**config.mk**
```make
export PLATFORM = sky130hd
export DESIGN_NAME = i2c_display_write_master
export DESIGN_NICKNAME = d
export VERILOG_FILES = /design/src/rtl/core/idw_pkg.sv /design/src/rtl/core/idw_req_stage.sv /design/src/rtl/core/idw_engine.sv /design/src/rtl/core/idw_rsp_stage.sv /design/src/rtl/core/i2c_display_write_master.sv
export SDC_FILE = /design/constraint.sdc
export NUM_CORES = 1
export LEC_CHECK = 0
export ABC_AREA = 1
export BUFFER_PORTS_ARGS = -buffer_cell sky130_fd_sc_hd__buf_4
export CAP_MARGIN = 20
export CORE_ASPECT_RATIO = 0.6
export CORE_UTILIZATION = 57
export DETAILED_ROUTE_END_ITERATION = 7
export PLACE_DENSITY = 0.79
export SYNTH_ARGS = -nofsm -noshare
export SYNTH_HDL_FRONTEND = slang
export SYNTH_SLANG_ARGS = --single-unit
```
**constraint.sdc**
```tcl
create_clock -name clock -period 2.1 [get_ports clock]
set_input_delay 0.105 -clock clock [delete_from_list [all_inputs] [get_ports clock]]
set_output_delay 0.105 -clock clock [all_outputs]
set_load 0.005 [all_outputs]
```
**src/rtl/core/idw_pkg.sv**
```systemverilog
`timescale 1ns / 1ps
// ----------------------------------------------------------------------------
// idw_pkg
// Shared types and codes for the display write master: the request and
// response words and the sequencer phase codes.
// ----------------------------------------------------------------------------
package idw_pkg;

   localparam int unsigned AddrWidth = 7;

   localparam logic [1:0] OP_NONE  = 2'd0;
   localparam logic [1:0] OP_CMD   = 2'd1;
   localparam logic [1:0] OP_DATA  = 2'd2;
   localparam logic [1:0] OP_PROBE = 2'd3;

   localparam logic [2:0] PH_IDLE  = 3'd0;
   localparam logic [2:0] PH_START = 3'd1;
   localparam logic [2:0] PH_BIT   = 3'd2;
   localparam logic [2:0] PH_ACK   = 3'd3;
   localparam logic [2:0] PH_WAIT  = 3'd4;
   localparam logic [2:0] PH_STOP  = 3'd5;

   localparam logic [1:0] ST_ADDR = 2'd0;
   localparam logic [1:0] ST_CTRL = 2'd1;
   localparam logic [1:0] ST_PAY  = 2'd2;

   localparam logic [7:0] CTRL_CMD  = 8'h00;
   localparam logic [7:0] CTRL_DATA = 8'h40;

   localparam logic [AddrWidth-1:0] ADDR_RESET = 7'd60;

   typedef struct packed {
      logic [1:0] operation;
      logic       byte_valid;
      logic [7:0] byte_value;
      logic       byte_last;
      logic       sda_in;
   } req_word_type;

   typedef struct packed {
      logic scl_out;
      logic sda_out;
      logic byte_taken;
      logic busy_res;
      logic done_res;
      logic all_acked;
   } rsp_word_type;

endpackage

```
**src/rtl/core/idw_req_stage.sv**
```systemverilog
`timescale 1ns / 1ps
// ----------------------------------------------------------------------------
// idw_req_stage
// Input register for request words. It holds one word until the engine
// consumes it and stalls the sender while it is full and not draining.
// ----------------------------------------------------------------------------
module idw_req_stage
   import idw_pkg::*;
(
   input  logic         clock,
   input  logic         reset,
   input  logic         req_valid,
   output logic         req_stall,
   input  req_word_type req_word,
   input  logic         consume,
   output logic         word_valid,
   output req_word_type word
);

   logic         valid_ff;
   logic         valid_in;
   req_word_type word_ff;
   logic         accept;

   assign req_stall  = valid_ff & ~consume;
   assign accept     = req_valid & ~req_stall;
   assign word_valid = valid_ff;
   assign word       = word_ff;

   always_comb begin
      valid_in = valid_ff;
      if (accept) begin
         valid_in = 1'b1;
      end else if (consume) begin
         valid_in = 1'b0;
      end
   end

   always_ff @(posedge clock) begin
      if (reset) begin
         valid_ff <= 1'b0;
      end else begin
         valid_ff <= valid_in;
      end
   end

   always_ff @(posedge clock) begin
      if (accept) begin
         word_ff <= req_word;
      end
   end

endmodule

```
**src/rtl/core/idw_engine.sv**
```systemverilog
`timescale 1ns / 1ps
// ----------------------------------------------------------------------------
// idw_engine
// Bus sequencer state and its next-state logic. Each consumed word is one
// half-period tick of the bus and yields one response word.
// ----------------------------------------------------------------------------
module idw_engine
   import idw_pkg::*;
(
   input  logic                 clock,
   input  logic                 reset,
   input  logic                 fire,
   input  req_word_type         word,
   input  logic                 csr_wr_en,
   input  logic [AddrWidth-1:0] csr_wr_data,
   output rsp_word_type         result
);

   logic [AddrWidth-1:0] addr_ff;
   logic [2:0]           phase_ff,  phase_in;
   logic [1:0]           tick_ff,   tick_in;
   logic [3:0]           count_ff,  count_in;
   logic [7:0]           shift_ff,  shift_in;
   logic [1:0]           stage_ff,  stage_in;
   logic [1:0]           kind_ff,   kind_in;
   logic                 ack_ff,    ack_in;
   logic                 last_ff,   last_in;
   logic [1:0]           lines_ff,  lines_in;
   logic                 scl;
   logic                 sda;
   logic                 taken;
   logic                 done;
   logic                 acked;
   logic [3:0]           count_inc;

   assign count_inc = count_ff + 4'd1;

   always_comb begin
      phase_in = phase_ff;
      tick_in  = tick_ff;
      count_in = count_ff;
      shift_in = shift_ff;
      stage_in = stage_ff;
      kind_in  = kind_ff;
      ack_in   = ack_ff;
      last_in  = last_ff;
      scl      = lines_ff[1];
      sda      = lines_ff[0];
      taken    = 1'b0;
      done     = 1'b0;
      acked    = 1'b0;
      unique case (phase_ff)
         PH_IDLE: begin
            scl = 1'b1;
            sda = 1'b1;
            if (word.operation != OP_NONE) begin
               kind_in  = word.operation;
               ack_in   = 1'b1;
               stage_in = ST_ADDR;
               last_in  = 1'b0;
               count_in = 4'd0;
               phase_in = PH_START;
               tick_in  = 2'd1;
            end
         end
         PH_START: begin
            if (tick_ff == 2'd1) begin
               sda     = 1'b0;
               tick_in = 2'd2;
            end else begin
               scl      = 1'b0;
               shift_in = {addr_ff, 1'b0};
               phase_in = PH_BIT;
               tick_in  = 2'd0;
               count_in = 4'd0;
            end
         end
         PH_BIT: begin
            case (tick_ff)
               2'd0: begin
                  scl     = 1'b0;
                  sda     = shift_ff[7];
                  tick_in = 2'd1;
               end
               2'd1: begin
                  scl     = 1'b1;
                  tick_in = 2'd2;
               end
               default: begin
                  scl      = 1'b0;
                  shift_in = {shift_ff[6:0], 1'b0};
                  count_in = count_inc;
                  tick_in  = 2'd0;
                  if (count_inc >= 4'd8) begin
                     count_in = 4'd0;
                     phase_in = PH_ACK;
                  end
               end
            endcase
         end
         PH_ACK: begin
            case (tick_ff)
               2'd0: begin
                  scl     = 1'b0;
                  sda     = 1'b1;
                  tick_in = 2'd1;
               end
               2'd1: begin
                  scl     = 1'b1;
                  tick_in = 2'd2;
                  if (word.sda_in) begin
                     ack_in = 1'b0;
                  end
               end
               default: begin
                  scl     = 1'b0;
                  tick_in = 2'd0;
                  if (stage_ff == ST_ADDR) begin
                     if (kind_ff == OP_PROBE) begin
                        phase_in = PH_STOP;
                     end else begin
                        shift_in = (kind_ff == OP_DATA) ? CTRL_DATA : CTRL_CMD;
                        stage_in = ST_CTRL;
                        phase_in = PH_BIT;
                     end
                  end else if (stage_ff == ST_PAY && last_ff) begin
                     phase_in = PH_STOP;
                  end else begin
                     stage_in = ST_PAY;
                     phase_in = PH_WAIT;
                  end
               end
            endcase
         end
         PH_WAIT: begin
            scl = 1'b0;
            if (word.byte_valid) begin
               taken    = 1'b1;
               shift_in = word.byte_value;
               last_in  = word.byte_last;
               sda      = word.byte_value[7];
               phase_in = PH_BIT;
               tick_in  = 2'd1;
            end
         end
         PH_STOP: begin
            case (tick_ff)
               2'd0: begin
                  scl     = 1'b0;
                  sda     = 1'b0;
                  tick_in = 2'd1;
               end
               2'd1: begin
                  scl     = 1'b1;
                  tick_in = 2'd2;
               end
               default: begin
                  sda      = 1'b1;
                  done     = 1'b1;
                  acked    = ack_ff;
                  phase_in = PH_IDLE;
                  tick_in  = 2'd0;
               end
            endcase
         end
         default: begin
            scl      = 1'b1;
            sda      = 1'b1;
            phase_in = PH_IDLE;
            tick_in  = 2'd0;
         end
      endcase
      lines_in = {scl, sda};
   end

   assign result.scl_out    = scl;
   assign result.sda_out    = sda;
   assign result.byte_taken = taken;
   assign result.busy_res   = (phase_in != PH_IDLE);
   assign result.done_res   = done;
   assign result.all_acked  = acked;

   always_ff @(posedge clock) begin
      if (reset) begin
         addr_ff <= ADDR_RESET;
      end else if (csr_wr_en) begin
         addr_ff <= csr_wr_data;
      end
   end

   always_ff @(posedge clock) begin
      if (reset) begin
         phase_ff <= PH_IDLE;
         tick_ff  <= 2'd0;
         count_ff <= 4'd0;
         shift_ff <= 8'd0;
         stage_ff <= ST_ADDR;
         kind_ff  <= OP_NONE;
         ack_ff   <= 1'b1;
         last_ff  <= 1'b0;
         lines_ff <= 2'b11;
      end else if (fire) begin
         phase_ff <= phase_in;
         tick_ff  <= tick_in;
         count_ff <= count_in;
         shift_ff <= shift_in;
         stage_ff <= stage_in;
         kind_ff  <= kind_in;
         ack_ff   <= ack_in;
         last_ff  <= last_in;
         lines_ff <= lines_in;
      end
   end

   a_tick_range: assert property (@(posedge clock) disable iff (reset)
      tick_ff != 2'd3)
      else $error("Tick counter left its range.");

   a_count_range: assert property (@(posedge clock) disable iff (reset)
      count_ff < 4'd8)
      else $error("Bit counter passed eight.");

   a_done_from_stop: assert property (@(posedge clock) disable iff (reset)
      fire && done |=> phase_ff == PH_IDLE && $past(phase_ff) == PH_STOP)
      else $error("Completion outside the STOP sequence.");

   a_taken_in_wait: assert property (@(posedge clock) disable iff (reset)
      fire && taken |=> phase_ff == PH_BIT && tick_ff == 2'd1 && $past(phase_ff) == PH_WAIT)
      else $error("Payload byte taken outside the payload wait.");

endmodule

```
**src/rtl/core/idw_rsp_stage.sv**
```systemverilog
`timescale 1ns / 1ps
// ----------------------------------------------------------------------------
// idw_rsp_stage
// Output register for response words. It can load a new word in the same
// cycle that the held word is taken.
// ----------------------------------------------------------------------------
module idw_rsp_stage
   import idw_pkg::*;
(
   input  logic         clock,
   input  logic         reset,
   input  logic         load,
   input  rsp_word_type load_word,
   output logic         can_load,
   output logic         rsp_valid,
   input  logic         rsp_stall,
   output rsp_word_type rsp_word
);

   logic         valid_ff;
   logic         valid_in;
   rsp_word_type word_ff;

   assign can_load  = ~valid_ff | ~rsp_stall;
   assign rsp_valid = valid_ff;
   assign rsp_word  = word_ff;

   always_comb begin
      valid_in = valid_ff;
      if (load) begin
         valid_in = 1'b1;
      end else if (~rsp_stall) begin
         valid_in = 1'b0;
      end
   end

   always_ff @(posedge clock) begin
      if (reset) begin
         valid_ff <= 1'b0;
      end else begin
         valid_ff <= valid_in;
      end
   end

   always_ff @(posedge clock) begin
      if (load) begin
         word_ff <= load_word;
      end
   end

endmodule

```
**src/rtl/core/i2c_display_write_master.sv**
```systemverilog
`timescale 1ns / 1ps
// ----------------------------------------------------------------------------
// i2c_display_write_master
// Write-only I2C master for a display controller, stepped one bus half-period
// tick per request word.
//
//   Port group   Direction   Handshake           Contents
//   req_*        in          req_valid/stall     operation, payload byte, SDA
//   rsp_*        out         rsp_valid/stall     SCL/SDA drive and status
//   csr_*        in          csr_wr_en           seven-bit slave address
//
// One request word is accepted per cycle while req_stall is low. A word passes
// through the input register and then the output register, from which its
// response word is offered. Reset is synchronous and returns the sequencer
// to idle with both lines released. A stalled response stalls the request
// side only once both registers are full.
// ----------------------------------------------------------------------------
module i2c_display_write_master
   import idw_pkg::*;
(
   input  logic                 clock,
   input  logic                 reset,
   input  logic                 req_valid,
   output logic                 req_stall,
   input  logic [1:0]           req_operation,
   input  logic                 req_byte_valid,
   input  logic [7:0]           req_byte_value,
   input  logic                 req_byte_last,
   input  logic                 req_sda_in,
   output logic                 rsp_valid,
   input  logic                 rsp_stall,
   output logic                 rsp_scl_out,
   output logic                 rsp_sda_out,
   output logic                 rsp_byte_taken,
   output logic                 rsp_busy_res,
   output logic                 rsp_done_res,
   output logic                 rsp_all_acked,
   input  logic                 csr_wr_en,
   input  logic [AddrWidth-1:0] csr_wr_data
);

   req_word_type req_word;
   req_word_type held_word;
   rsp_word_type step_word;
   rsp_word_type out_word;
   logic         held_valid;
   logic         can_load;
   logic         fire;

   assign req_word.operation  = req_operation;
   assign req_word.byte_valid = req_byte_valid;
   assign req_word.byte_value = req_byte_value;
   assign req_word.byte_last  = req_byte_last;
   assign req_word.sda_in     = req_sda_in;

   assign fire = held_valid & can_load;

   idw_req_stage u_req_stage (
      .clock      (clock),
      .reset      (reset),
      .req_valid  (req_valid),
      .req_stall  (req_stall),
      .req_word   (req_word),
      .consume    (fire),
      .word_valid (held_valid),
      .word       (held_word)
   );

   idw_engine u_engine (
      .clock       (clock),
      .reset       (reset),
      .fire        (fire),
      .word        (held_word),
      .csr_wr_en   (csr_wr_en),
      .csr_wr_data (csr_wr_data),
      .result      (step_word)
   );

   idw_rsp_stage u_rsp_stage (
      .clock     (clock),
      .reset     (reset),
      .load      (fire),
      .load_word (step_word),
      .can_load  (can_load),
      .rsp_valid (rsp_valid),
      .rsp_stall (rsp_stall),
      .rsp_word  (out_word)
   );

   assign rsp_scl_out    = out_word.scl_out;
   assign rsp_sda_out    = out_word.sda_out;
   assign rsp_byte_taken = out_word.byte_taken;
   assign rsp_busy_res   = out_word.busy_res;
   assign rsp_done_res   = out_word.done_res;
   assign rsp_all_acked  = out_word.all_acked;

endmodule
```
Word-level counts from Yosys, hierarchy flattened. Index checks and enable logic that the tools add are counted. Widths: inputs -> output; s select.

Multiplexer cells: 58. Shifts and indexed selects: 0. Bitwise operators: 9. Equal/unequal tests: 21. Multipliers: 0. Add/subtract/negate cells: 1. Divide/modulo/power cells: 0. Reductions and logical operators: 22. Magnitude comparators: 1.

Operator list (number): $mux 8 (6); $pmux 8 s4 (1); $mux 3 (9); $mux 1 (18); $pmux 3 s6 (1); $mux 2 (8); $mux 4 (4); $ne 2x2->1 const B (6); $pmux 4 s3 (1); $reduce_and 5->1 (2); $ne 2x1->1 const B (4); $pmux 1 s2 (4); $pmux 2 s2 (2); $pmux 2 s4 (1); $reduce_and 8->1 (1); $reduce_bool 2->1 (4); $mux 7 (1); $eq 2x2->1 const B (3); $eq 3x2->1 const B (2); $eq 3x3->1 const B (2); $reduce_and 3->1 (2); $reduce_and 6->1 (1); $reduce_bool 3->1 (2); $reduce_or 3->1 (2); 17 further kinds (25).

Output and inout bits: 8. ROM bits: 0. Latch bits: 0. Memories kept: 0. Flip-flop bits (word level): 53. Memory bits (writable): 0. Logic and storage cells: 135.

Longest topological paths before layout. Gate-level depths: netlist of run 1.

Depth after elaboration: 8. Gate-level depth with buffers: 11. Mapped depth without buffers: 10.

By module. From an unflattened synthesis of run 1, not the netlist that was laid out.

Cells, all modules: 346. Area total of the unflattened synthesis: 2677.6 um^2.

Modules (own cells, without submodules): idw_engine (area an instance 2014.4 um^2, instances 1, cells each 314); idw_req_stage (area an instance 436.7 um^2, instances 1, cells each 20); idw_rsp_stage (area an instance 219.0 um^2, instances 1, cells each 10); i2c_display_write_master (area an instance 7.5 um^2, instances 1, cells each 2).

Least setup slack after synthesis of run 1. OpenSTA, ideal clock, no wires.

Path type: register to register. Start: register u_engine.phase_ff[0]. End: register u_rsp_stage.word_ff (netlist bit u_rsp_stage.rsp_word[4]), data pin. Arrival: 1.180 ns. Required time: 1.838 ns. Slack: 0.657 ns. Path buffers: 1. Stages on the path, launching flop included: 7. Period minus slack after synthesis: 1.443 ns. Path through: dfxtp_1 > buf_6 > nor2_2 > nand2_1 > nand2_1 > nand3_1 > or2_2.

RTL lines: from (decl) (line idw_engine.sv:20) `logic [2:0] phase_ff, phase_in;`; from (signal assigned) (line idw_engine.sv:203) `phase_ff <= phase_in;`; to (signal assigned) (line idw_rsp_stage.sv:47) `word_ff <= load_word;`; to (decl) (line idw_rsp_stage.sv:22) `rsp_word_type word_ff;`.

==> results of run 1 <==
-- stage by stage --
stage               instance area [µm²]  hold slack, ns  std cells  util [%]
floorplan                          2630           0.204        347         -
global placement                   2900           0.283        432      68.1
detailed placement                 2900           0.284        432      68.1
CTS                                3140         0.00290        453      73.8
global route                       3140         0.00445        453      73.8
finish                             3140         0.00249        453      73.8
-- power groups by stage --
| stage | combinational (mW) | sequential, mW | clock [mW] |
|---|---|---|---|
| after global routing | 0.438 | 1.19 | 0.746 |
| after CTS | 0.387 | 1.18 | 0.700 |
| after floorplan | 0.278 | 1.18 | 0 |
| after detailed placement | 0.365 | 1.21 | 0 |
| after global placement | 0.359 | 1.21 | 0 |
| final | 0.393 | 1.19 | 0.693 |
-- routing by layer --
metal  GRT usage, %  vias to the layer above
met5              0                        -
met3           5.56                        6
li1               -                     1213
met1           37.4                     1064
met4           9.02                        0
met2           41.9                      114
-- final cells by class --
type                    count  area (µm²)  share of cell area [%]
multi-input cells         248        1160                    37.0
well taps                  60        75.1                    2.39
clock buffers               6        72.6                    2.31
repair buffers             49         400                    12.8
flip-flops and latches     53        1250                    39.9
inverters                  35         139                    4.42
clock inverters             2        38.8                    1.24
-- worst max-delay path, delay by kind of cell, from the launching register on --
| family | cells | cell delay [ns] |
|---|---|---|
| buf+inv | 1 | 0.13 |
| simple gates | 7 | 0.82 |
| flops | 1 | 0.67 |
-- how the worst max path moves through the flow --
stage,from,end,slack [ns],cells past startpoint
CTS,u_engine.phase_ff[1]$_SDFFE_PP0P_,u_rsp_stage.rsp_word[4]$_DFFE_PP_,0.27,8
detailed placement,u_engine.phase_ff[1]$_SDFFE_PP0P_,u_rsp_stage.rsp_word[4]$_DFFE_PP_,0.28,8
global placement,u_engine.phase_ff[1]$_SDFFE_PP0P_,u_rsp_stage.rsp_word[4]$_DFFE_PP_,0.36,8
finish,u_engine.phase_ff[1]$_SDFFE_PP0P_,u_rsp_stage.rsp_word[4]$_DFFE_PP_,0.23,8
global route,u_engine.phase_ff[1]$_SDFFE_PP0P_,u_engine.shift_ff[1]$_SDFFE_PP0P_,0.11,7
floorplan,u_engine.phase_ff[0]$_SDFFE_PP0P_,u_rsp_stage.rsp_word[4]$_DFFE_PP_,0.66,6
-- cells by family (layout without fill, tap and decap cells) --
kind of cell             count (synthesis)  in the layout  synth area share (%)
AO/OA/AOI/OAI                           43             43                  8.79
adder cells (fa/ha/maj)                  1              1                 0.475
buffers and inverters                   46             92                  8.36
flip-flops                              53             53                  47.5
AND/OR/NAND/NOR                        204            204                  34.9
-- placed cells by master (no fill, tap or decap), drive strengths merged, types with 5 or more instances in the layout --
cell	count
buf	36
a21oi	19
inv	34
nand2	91
o21ai	19
clkbuf	6
nor2	62
nand3	39
edfxtp	19
nor3	5
dlygate4sd3	13
dfxtp	34
-- sequential cells by signal, summed over array words and instances, names as in the netlist --
| register | count |
|---|---|
| u_engine.addr_ff | 7 |
| u_engine.stage_ff | 2 |
| u_rsp_stage.rsp_word | 6 |
| u_req_stage.word_valid | 1 |
| u_engine.tick_ff | 2 |
| u_req_stage.word | 13 |
| u_engine.ack_ff | 1 |
| u_engine.last_ff | 1 |
| u_engine.kind_ff | 2 |
| u_engine.phase_ff | 3 |
| u_engine.shift_ff | 8 |
| u_engine.count_ff | 4 |
| u_engine.lines_ff | 2 |
| u_rsp_stage.rsp_valid | 1 |
==> out/qor.yml, run 1 <==
status: "finished, final reports clean"
rows: 18
cts.sinks: 53
cp.required_ns: 2.17
wire_per_inst_um: 13.6
swShare_pct: 27.5
p_sw_mw: 0.625
hold_end: "u_engine.addr_ff[3]$_SDFFE_PP1P_"
htree_levels: 2
final_layout_size_suffix_gt1_share_pct: 17.6
met3_wirelength_um: 501
cts_root_buffer: "clkbuf_8"
syn_to_final_growth_pct: 19.2
worstSetupPathType: "register to register"
hp-start: "csr_wr_data[3]"
grt_overflow_total: 0
timing.setup.tns_ns: 0
seq_power_share_pct: 52.2
total_power_mw: 2.27
core_um2: 4260
die_area_um2: 4910
avgSynthCellArea_um2: 7.59
ys_ff_latch: 53
fin_nets: 418
io_buffers: 32
power_frac_comb_pct: 17.3
rrSetupSlack_ns: 0.23
synth_edf_count: 19
min_period_over_period_pct: 88.9
tritoncts: "done"
cp.arrival_ns: 1.93
drc: 0
path_common_cell: "nand2_1"
yosysWarnings: 0
p_leak_nw: 1.43
clock.fmax_mhz: 536
wl_met2_um: 2490
grt_max_degree: 25
synth_area_um2: 2630
synthTopCellsByArea: "dfxtp_1, edfxtp_1, nand2_1"
slowest_delay_ns: 0.67
grt_pass1_vias: 2066
finalWirelength_um: 6150
syn_inst: 347
critical_path.startpoint_type: "register"
antenna_left: 0
place_ws_ns: 0.282
synth_nets: 373
r2r-end: "u_rsp_stage.rsp_word[4]$_DFFE_PP_"
yosysTopAreaCellShare_pct: 25.8
die_h_um: 54.7
place_congestion: 0.956
ys.flop_type: "dfxtp_1"
viasPerCell: 5.29
cellPowerDensity_nw_per_um2: 724
io_pins: 33
seq_area_frac_synth_pct: 47.5
track_usage_pct: 26.7
yosysMostFrequentCell: "nand2_1"
r2r_start: "u_engine.phase_ff[1]$_SDFFE_PP0P_"
setup-violations-final: 0
drt-pass1-iter-count: 5
clk_pin_slew_ns: 0.09
clk_latency_ns: 0.31
grt_pass1_wl_um: 9800
synth_top_area_cell: "dfxtp_1"
cts_buffers: 5
initial_utilization_pct: 61.9
slew_headroom_pct: 64.4
ir_drop_mv: 0.487
fp.dieW_um: 89.8
clk_path_buf_depth: 2
drv_slew: 0
antenna_cells: 0
route.layer.met1.wl_um: 3100
final-hold-violation-count: 0
hold_buffers: 13
synth_cell_types: 29
rsz0062_at_grt: "no"
antenna_found_initial: 0
synthTopCellsByCount: "nand2_1, nor2_1, nand3_1"
p_clk_share_pct: 30.5
cts_setup_buffers: 0
crit_chain: "inv_2 -> nand2_4 -> nor2_1 -> nand2_1 -> nand2_1 -> nand2_1 -> nand2_1 -> or2_2"
reg2reg_depth: 8
initialDrtViolationCount: 225
fin_crit_ns: 1.87
dp_hpwl_um: 4440
cap_violations: 0
setup_ws_ns: 0.233
crit_path_top_delay_cell: "dfxtp_1"
hold-path-cell-count: 3
highest-signal-layer: "met4"
vias: 2397
min_path_type: "input pin to register"
worst_slew_pin_slew_ns: 0.533
synthArstFlopShare_pct: 0
worstPathMaxFanout: 16
cts_resized: 0
internal_power_mw: 1.65
finalClockSkew_ns: 0.00484
fillers: 335
cp-end-kind: "register"
Power figures use the tool's default switching activity.
==> run 2: changes to the inputs <==
ABC_AREA = not set   (was 1)
BUFFER_PORTS_ARGS = -buffer_cell sky130_fd_sc_hd__buf_2   (was -buffer_cell sky130_fd_sc_hd__buf_4)
RECOVER_POWER = 100   (was not set)
==> out/qor.yml, run 2 <==
syn_to_final_growth_pct: 18.5
multiInputGateArea_um2: 1210
p_leak_nw: 1.14
synth_edf_count: 19
clk_pin_slew_ns: 0.09
cap_violations: 0
yosysWarnings: 0
fillers: 349
ys_ff_latch: 53
synth_nets: 290
seq_area_um2: 1250
worstPathMaxFanout: 16
synthTopCellsByCount: "dfxtp_1, nor2_1, o21ai_0"
cp-end-kind: "register"
io_buffers: 32
reg2reg_depth: 6
drc: 0
vias: 2323
grt_overflow_total: 0
yosysMostFrequentCell: "dfxtp_1"
status: "finished, final reports clean"
total_power_mw: 2.10
rows: 18
clk_path_buf_depth: 2
final_layout_size_suffix_gt1_share_pct: 15.2
cts_buffers: 5
critical_path.startpoint_type: "register"
cp.arrival_ns: 2.11
die_area_um2: 4820
startpoint: "u_engine.phase_ff[1]$_SDFFE_PP0P_"
grt_pass1_wl_um: 9830
antenna_cells: 0
setup-violations-final: 0
p_clk_share_pct: 29.5
r2r-end: "u_engine.shift_ff[0]$_SDFFE_PP0P_"
swShare_pct: 25.9
antenna_left: 0
io_pins: 33
rsz0062_at_grt: "no"
crit_chain: "buf_4 -> or2_1 -> a221oi_1 -> buf_4 -> or3_1 -> a21oi_1"
worst-path-stages: 6
clock.fmax_mhz: 531
grt_pass1_vias: 1987
yosysTopAreaCellShare_pct: 26.3
p_sw_mw: 0.544
largest_register_ffs: 13
fin_nets: 341
dp_hpwl_um: 4460
fin_crit_ns: 1.88
placed_area_um2: 2870
timing.setup.tns_ns: 0
cpLargestDelayFamily: "simple AND/OR/NAND/NOR gates"
drt-pass1-iter-count: 5
synth_cell_types: 52
clk_latency_ns: 0.31
core_um2: 4230
design_area_um2: 3070
track_usage_pct: 28.8
path_buf_inv: 2
final_common_cell: "dfxtp_1"
crit_path_top_delay_cell: "dfxtp_1"
die_h_um: 54.2
synthArstFlopShare_pct: 0
cts.sinks: 53
slew_headroom_pct: 45.7
antenna_found_initial: 0
wire_per_inst_um: 17.1
synth_top_area_cell: "dfxtp_1"
fin_hold_ws_ns: 0.00811
seq_area_frac_synth_pct: 48.4
ys.flop_type: "dfxtp_1"
fp.dieW_um: 89.0
grt_max_degree: 39
finalClockSkew_ns: 0.00922
syn_inst: 264
seq_power_share_pct: 55.1
ir_drop_mv: 0.423
min_period_over_period_pct: 89.7
tritoncts: "done"
initialDrtViolationCount: 231
viasPerCell: 6.18
cellPowerDensity_nw_per_um2: 686
htree_levels: 2
worst_slew_pin_slew_ns: 0.815
path_common_cell: "buf_4"
drv_slew: 0
worstSetupPathType: "register to register"
slowest_delay_ns: 0.52
r2r_start: "u_engine.phase_ff[1]$_SDFFE_PP0P_"
initial_utilization_pct: 61.1
rrSetupSlack_ns: 0.22
cp.required_ns: 2.32
power_frac_comb_pct: 15.4
place_congestion: 0.967
min_path_type: "input pin to register"
most-common-layout-cells: "dfxtp_1, buf_2, nor2_1, o21ai_0"
final-hold-violation-count: 0
avgSynthCellArea_um2: 9.80
synth_area_um2: 2590
internal_power_mw: 1.56
cp-endpoint: "u_engine.shift_ff[0]$_SDFFE_PP0P_"
synthTopCellsByArea: "dfxtp_1, edfxtp_1, mux2i_1"
cts_root_buffer: "clkbuf_8"
fin_util_pct: 72.4
finalWirelength_um: 6420
==> run 2: layout make-up <==
type	instances	share of cell area [%]
Timing Repair Buffer	65	13.3
Multi-Input combinational cell	186	39.6
Tap cell	60	2.45
Inverter	4	0.490
Clock buffer	7	3.14
Sequential cell	53	40.9
Clock inverter	1	0.163
==> run 2: per-stage QoR <==
step	worst slack, ns	instances
2_1_floorplan	0.382	264
3_3_place_gp	0.212	354
3_5_place_dp	0.228	354
4_1_cts	0.147	375
5_1_grt	0.0814	376
6_report	0.216	376
==> run 2: logic make-up (layout without fill, tap and decap cells) <==
| group | Yosys count | after routing | share of synthesized area (%) |
|---|---|---|---|
| AOI/OAI and AO/OA | 86 | 86 | 23.3 |
| buffers and inverters | 25 | 77 | 4.21 |
| xor gates and xnor gates | 2 | 2 | 0.677 |
| adders and majority gates | 1 | 1 | 0.484 |
| DFF | 53 | 53 | 48.4 |
| muxes | 12 | 12 | 4.64 |
| and+or+nand+nor | 85 | 85 | 18.3 |
==> run 2: metal layers <==
layer	part of all wire (%)	global-route usage, %
met5	0	0
met4	0.98	7.41
met3	9.9	6.44
met2	43	44.2
met1	46	41.3
==> run 2: worst min path at each step <==
| stage | from | endpoint | slack [ns] | cells past startpoint |
|---|---|---|---|---|
| 3_3_place_gp | req_byte_value[1] | u_req_stage.word[3]$_DFFE_PP_ | 0.28 | 1 |
| 4_1_cts | csr_wr_data[4] | u_engine.addr_ff[4]$_SDFFE_PP1P_ | 0.005 | 2 |
| 6_report | csr_wr_data[4] | u_engine.addr_ff[4]$_SDFFE_PP1P_ | 0.008 | 2 |
| 2_1_floorplan | req_sda_in | u_req_stage.word[0]$_DFFE_PP_ | 0.20 | 0 |
| 3_5_place_dp | req_byte_value[3] | u_req_stage.word[5]$_DFFE_PP_ | 0.28 | 1 |
| 5_1_grt | csr_wr_data[4] | u_engine.addr_ff[4]$_SDFFE_PP1P_ | 0.00008 | 2 |
==> run 2: timing repair <==
item / 4_1_cts / 5_1_grt
setup endpoints to repair: 0 / 1
gates resized for setup: 0 / 1
buffers inserted: 0 / 0
hold endpoints to repair: 13 / 1
hold buffers: 13 / 1
==> run 2: power groups by stage <==
stage	logic [mW]	clock network (mW)	registers, mW
6_report	0.324	0.620	1.16
5_1_grt	0.358	0.667	1.16
4_1_cts	0.331	0.625	1.16
3_5_place_dp	0.310	0	1.18
3_3_place_gp	0.303	0	1.18
2_1_floorplan	0.223	0	1.16
==> run 3: changes to the inputs <==
MAX_ROUTING_LAYER = met4   (was not set)
==> out/qor.yml, run 3 (synthesis results as in run 2) <==
cts_root_buffer: "clkbuf_8"
cts.sinks: 53
p_clk_share_pct: 32.3
r2r-end: "u_engine.kind_ff[0]$_SDFFE_PP0P_"
drc: 0
reg2reg_depth: 4
antenna_cells: 0
place_congestion: 0.927
cp-end-kind: "register"
vias: 2317
most-common-layout-cells: "dfxtp_1, buf_2, nor2_1, o21ai_0"
core_um2: 4230
fp.dieW_um: 89.0
rrSetupSlack_ns: 0.22
fillers: 336
worstPathMaxFanout: 16
largest_register_ffs: 13
final_common_cell: "dfxtp_1"
die_h_um: 54.2
grt_pass1_wl_um: 9650
tritoncts: "done"
min_path_type: "input pin to register"
grt_pass1_vias: 1962
timing.setup.tns_ns: 0
ir_drop_mv: 0.492
hp-start: "csr_wr_data[4]"
drv_slew: 0
clk_latency_ns: 0.30
p_leak_nw: 1.15
io_pins: 33
drt-pass1-iter-count: 6
rsz0062_at_grt: "no"
syn_to_final_growth_pct: 19.1
wire_per_inst_um: 16.6
slew_headroom_pct: 45.7
dp_hpwl_um: 4350
finalWirelength_um: 6220
antenna_left: 0
worst_slew_pin_slew_ns: 0.814
internal_power_mw: 1.65
finalClockSkew_ns: 0.00966
setup_ws_ns: 0.217
fin_crit_ns: 1.88
hold_end: "u_engine.addr_ff[4]$_SDFFE_PP1P_"
antenna_found_initial: 0
setup-violations-final: 0
initialDrtViolationCount: 250
p_sw_mw: 0.542
r2r_start: "u_engine.phase_ff[0]$_SDFFE_PP0P_"
track_usage_pct: 28.3
cts_buffers: 5
cp.required_ns: 2.27
critical_path.startpoint_type: "register"
initial_utilization_pct: 61.1
cellPowerDensity_nw_per_um2: 711
place_ws_ns: 0.258
die_area_um2: 4820
status: "finished, final reports clean"
viasPerCell: 6.18
htree_levels: 2
cap_violations: 0
rows: 18
final_layout_size_suffix_gt1_share_pct: 15.9
worstSetupPathType: "register to register"
final-hold-violation-count: 0
io_buffers: 32
fin_nets: 340
grt_overflow_total: 0
min_period_over_period_pct: 89.7
clock.fmax_mhz: 531
power_frac_comb_pct: 14.7
cp.arrival_ns: 2.05
hold-path-cell-count: 2
clk_path_buf_depth: 2
grt_max_degree: 39
seq_power_share_pct: 53.0
clk_pin_slew_ns: 0.09
swShare_pct: 24.7
==> run 3: area by class of cell <==
class                      instances  area, µm²  area share (%)
timing repair buffer              64        405            13.2
sequential                        53       1250            40.7
clock inverter                     1       30.0           0.975
tap                               60       75.1            2.44
multi-input combinational        186       1210            39.4
inverter                           4       15.0           0.487
clock buffer                       7       86.3            2.80
==> run 3: how the worst max path moves through the flow <==
stage | startpoint | to | depth (start not counted)
final | u_engine.phase_ff[0]$_SDFFE_PP0P_ | u_engine.kind_ff[0]$_SDFFE_PP0P_ | 4
after global routing | u_req_stage.word_valid$_SDFFE_PP0P_ | u_engine.count_ff[2]$_SDFFE_PP0P_ | 5
after CTS | u_engine.phase_ff[1]$_SDFFE_PP0P_ | u_engine.phase_ff[0]$_SDFFE_PP0P_ | 5
after detailed placement | u_engine.phase_ff[1]$_SDFFE_PP0P_ | u_engine.phase_ff[0]$_SDFFE_PP0P_ | 5
after global placement | u_engine.phase_ff[1]$_SDFFE_PP0P_ | u_engine.phase_ff[0]$_SDFFE_PP0P_ | 5
after floorplan | u_req_stage.word_valid$_SDFFE_PP0P_ | u_engine.stage_ff[0]$_SDFFE_PP0P_ | 5
==> run 3: per-stage QoR <==
stage               area (µm²)  cells  hold slack (ns)  util, %  total power [mW]
floorplan                 2590    264            0.204        -              1.38
global placement          2870    354            0.281     67.8              1.48
detailed placement        2870    354            0.283     67.8              1.49
CTS                       3120    375          0.00362     73.6              2.20
global route              3080    375          0.00862     72.8              2.28
finish                    3080    375          0.00650     72.8              2.19
==> run 3: power groups by stage <==
| stage | combinational (mW) | clock [mW] | sequential (mW) |
|---|---|---|---|
| final | 0.323 | 0.707 | 1.16 |
| after global routing | 0.355 | 0.756 | 1.17 |
| after CTS | 0.327 | 0.719 | 1.16 |
| after detailed placement | 0.307 | 0 | 1.18 |
| after global placement | 0.300 | 0 | 1.18 |
| after floorplan | 0.223 | 0 | 1.16 |
==> run 3: critical path, cell delays in order (launching register included) <==
cell     delay, ns
dfxtp_2       0.41
or2_0         0.37
nor4_2        0.66
mux2i_1       0.26
nor2_1        0.05
==> run 3: layer usage <==
metal / GRT usage, % / part of all wire [%]
met5: - / 0
met3: 5.52 / 11
met4: 6.35 / 0.80
met1: 41.9 / 48
met2: 39.9 / 41
==> run 3: repair_timing <==
action | in CTS | in global routing
resized for setup | 0 | 2
endpoints found under the hold margin | 13 | 0
buffers inserted | 0 | 0
hold buffers | 13 | 0
setup endpoints to repair | 0 | 1
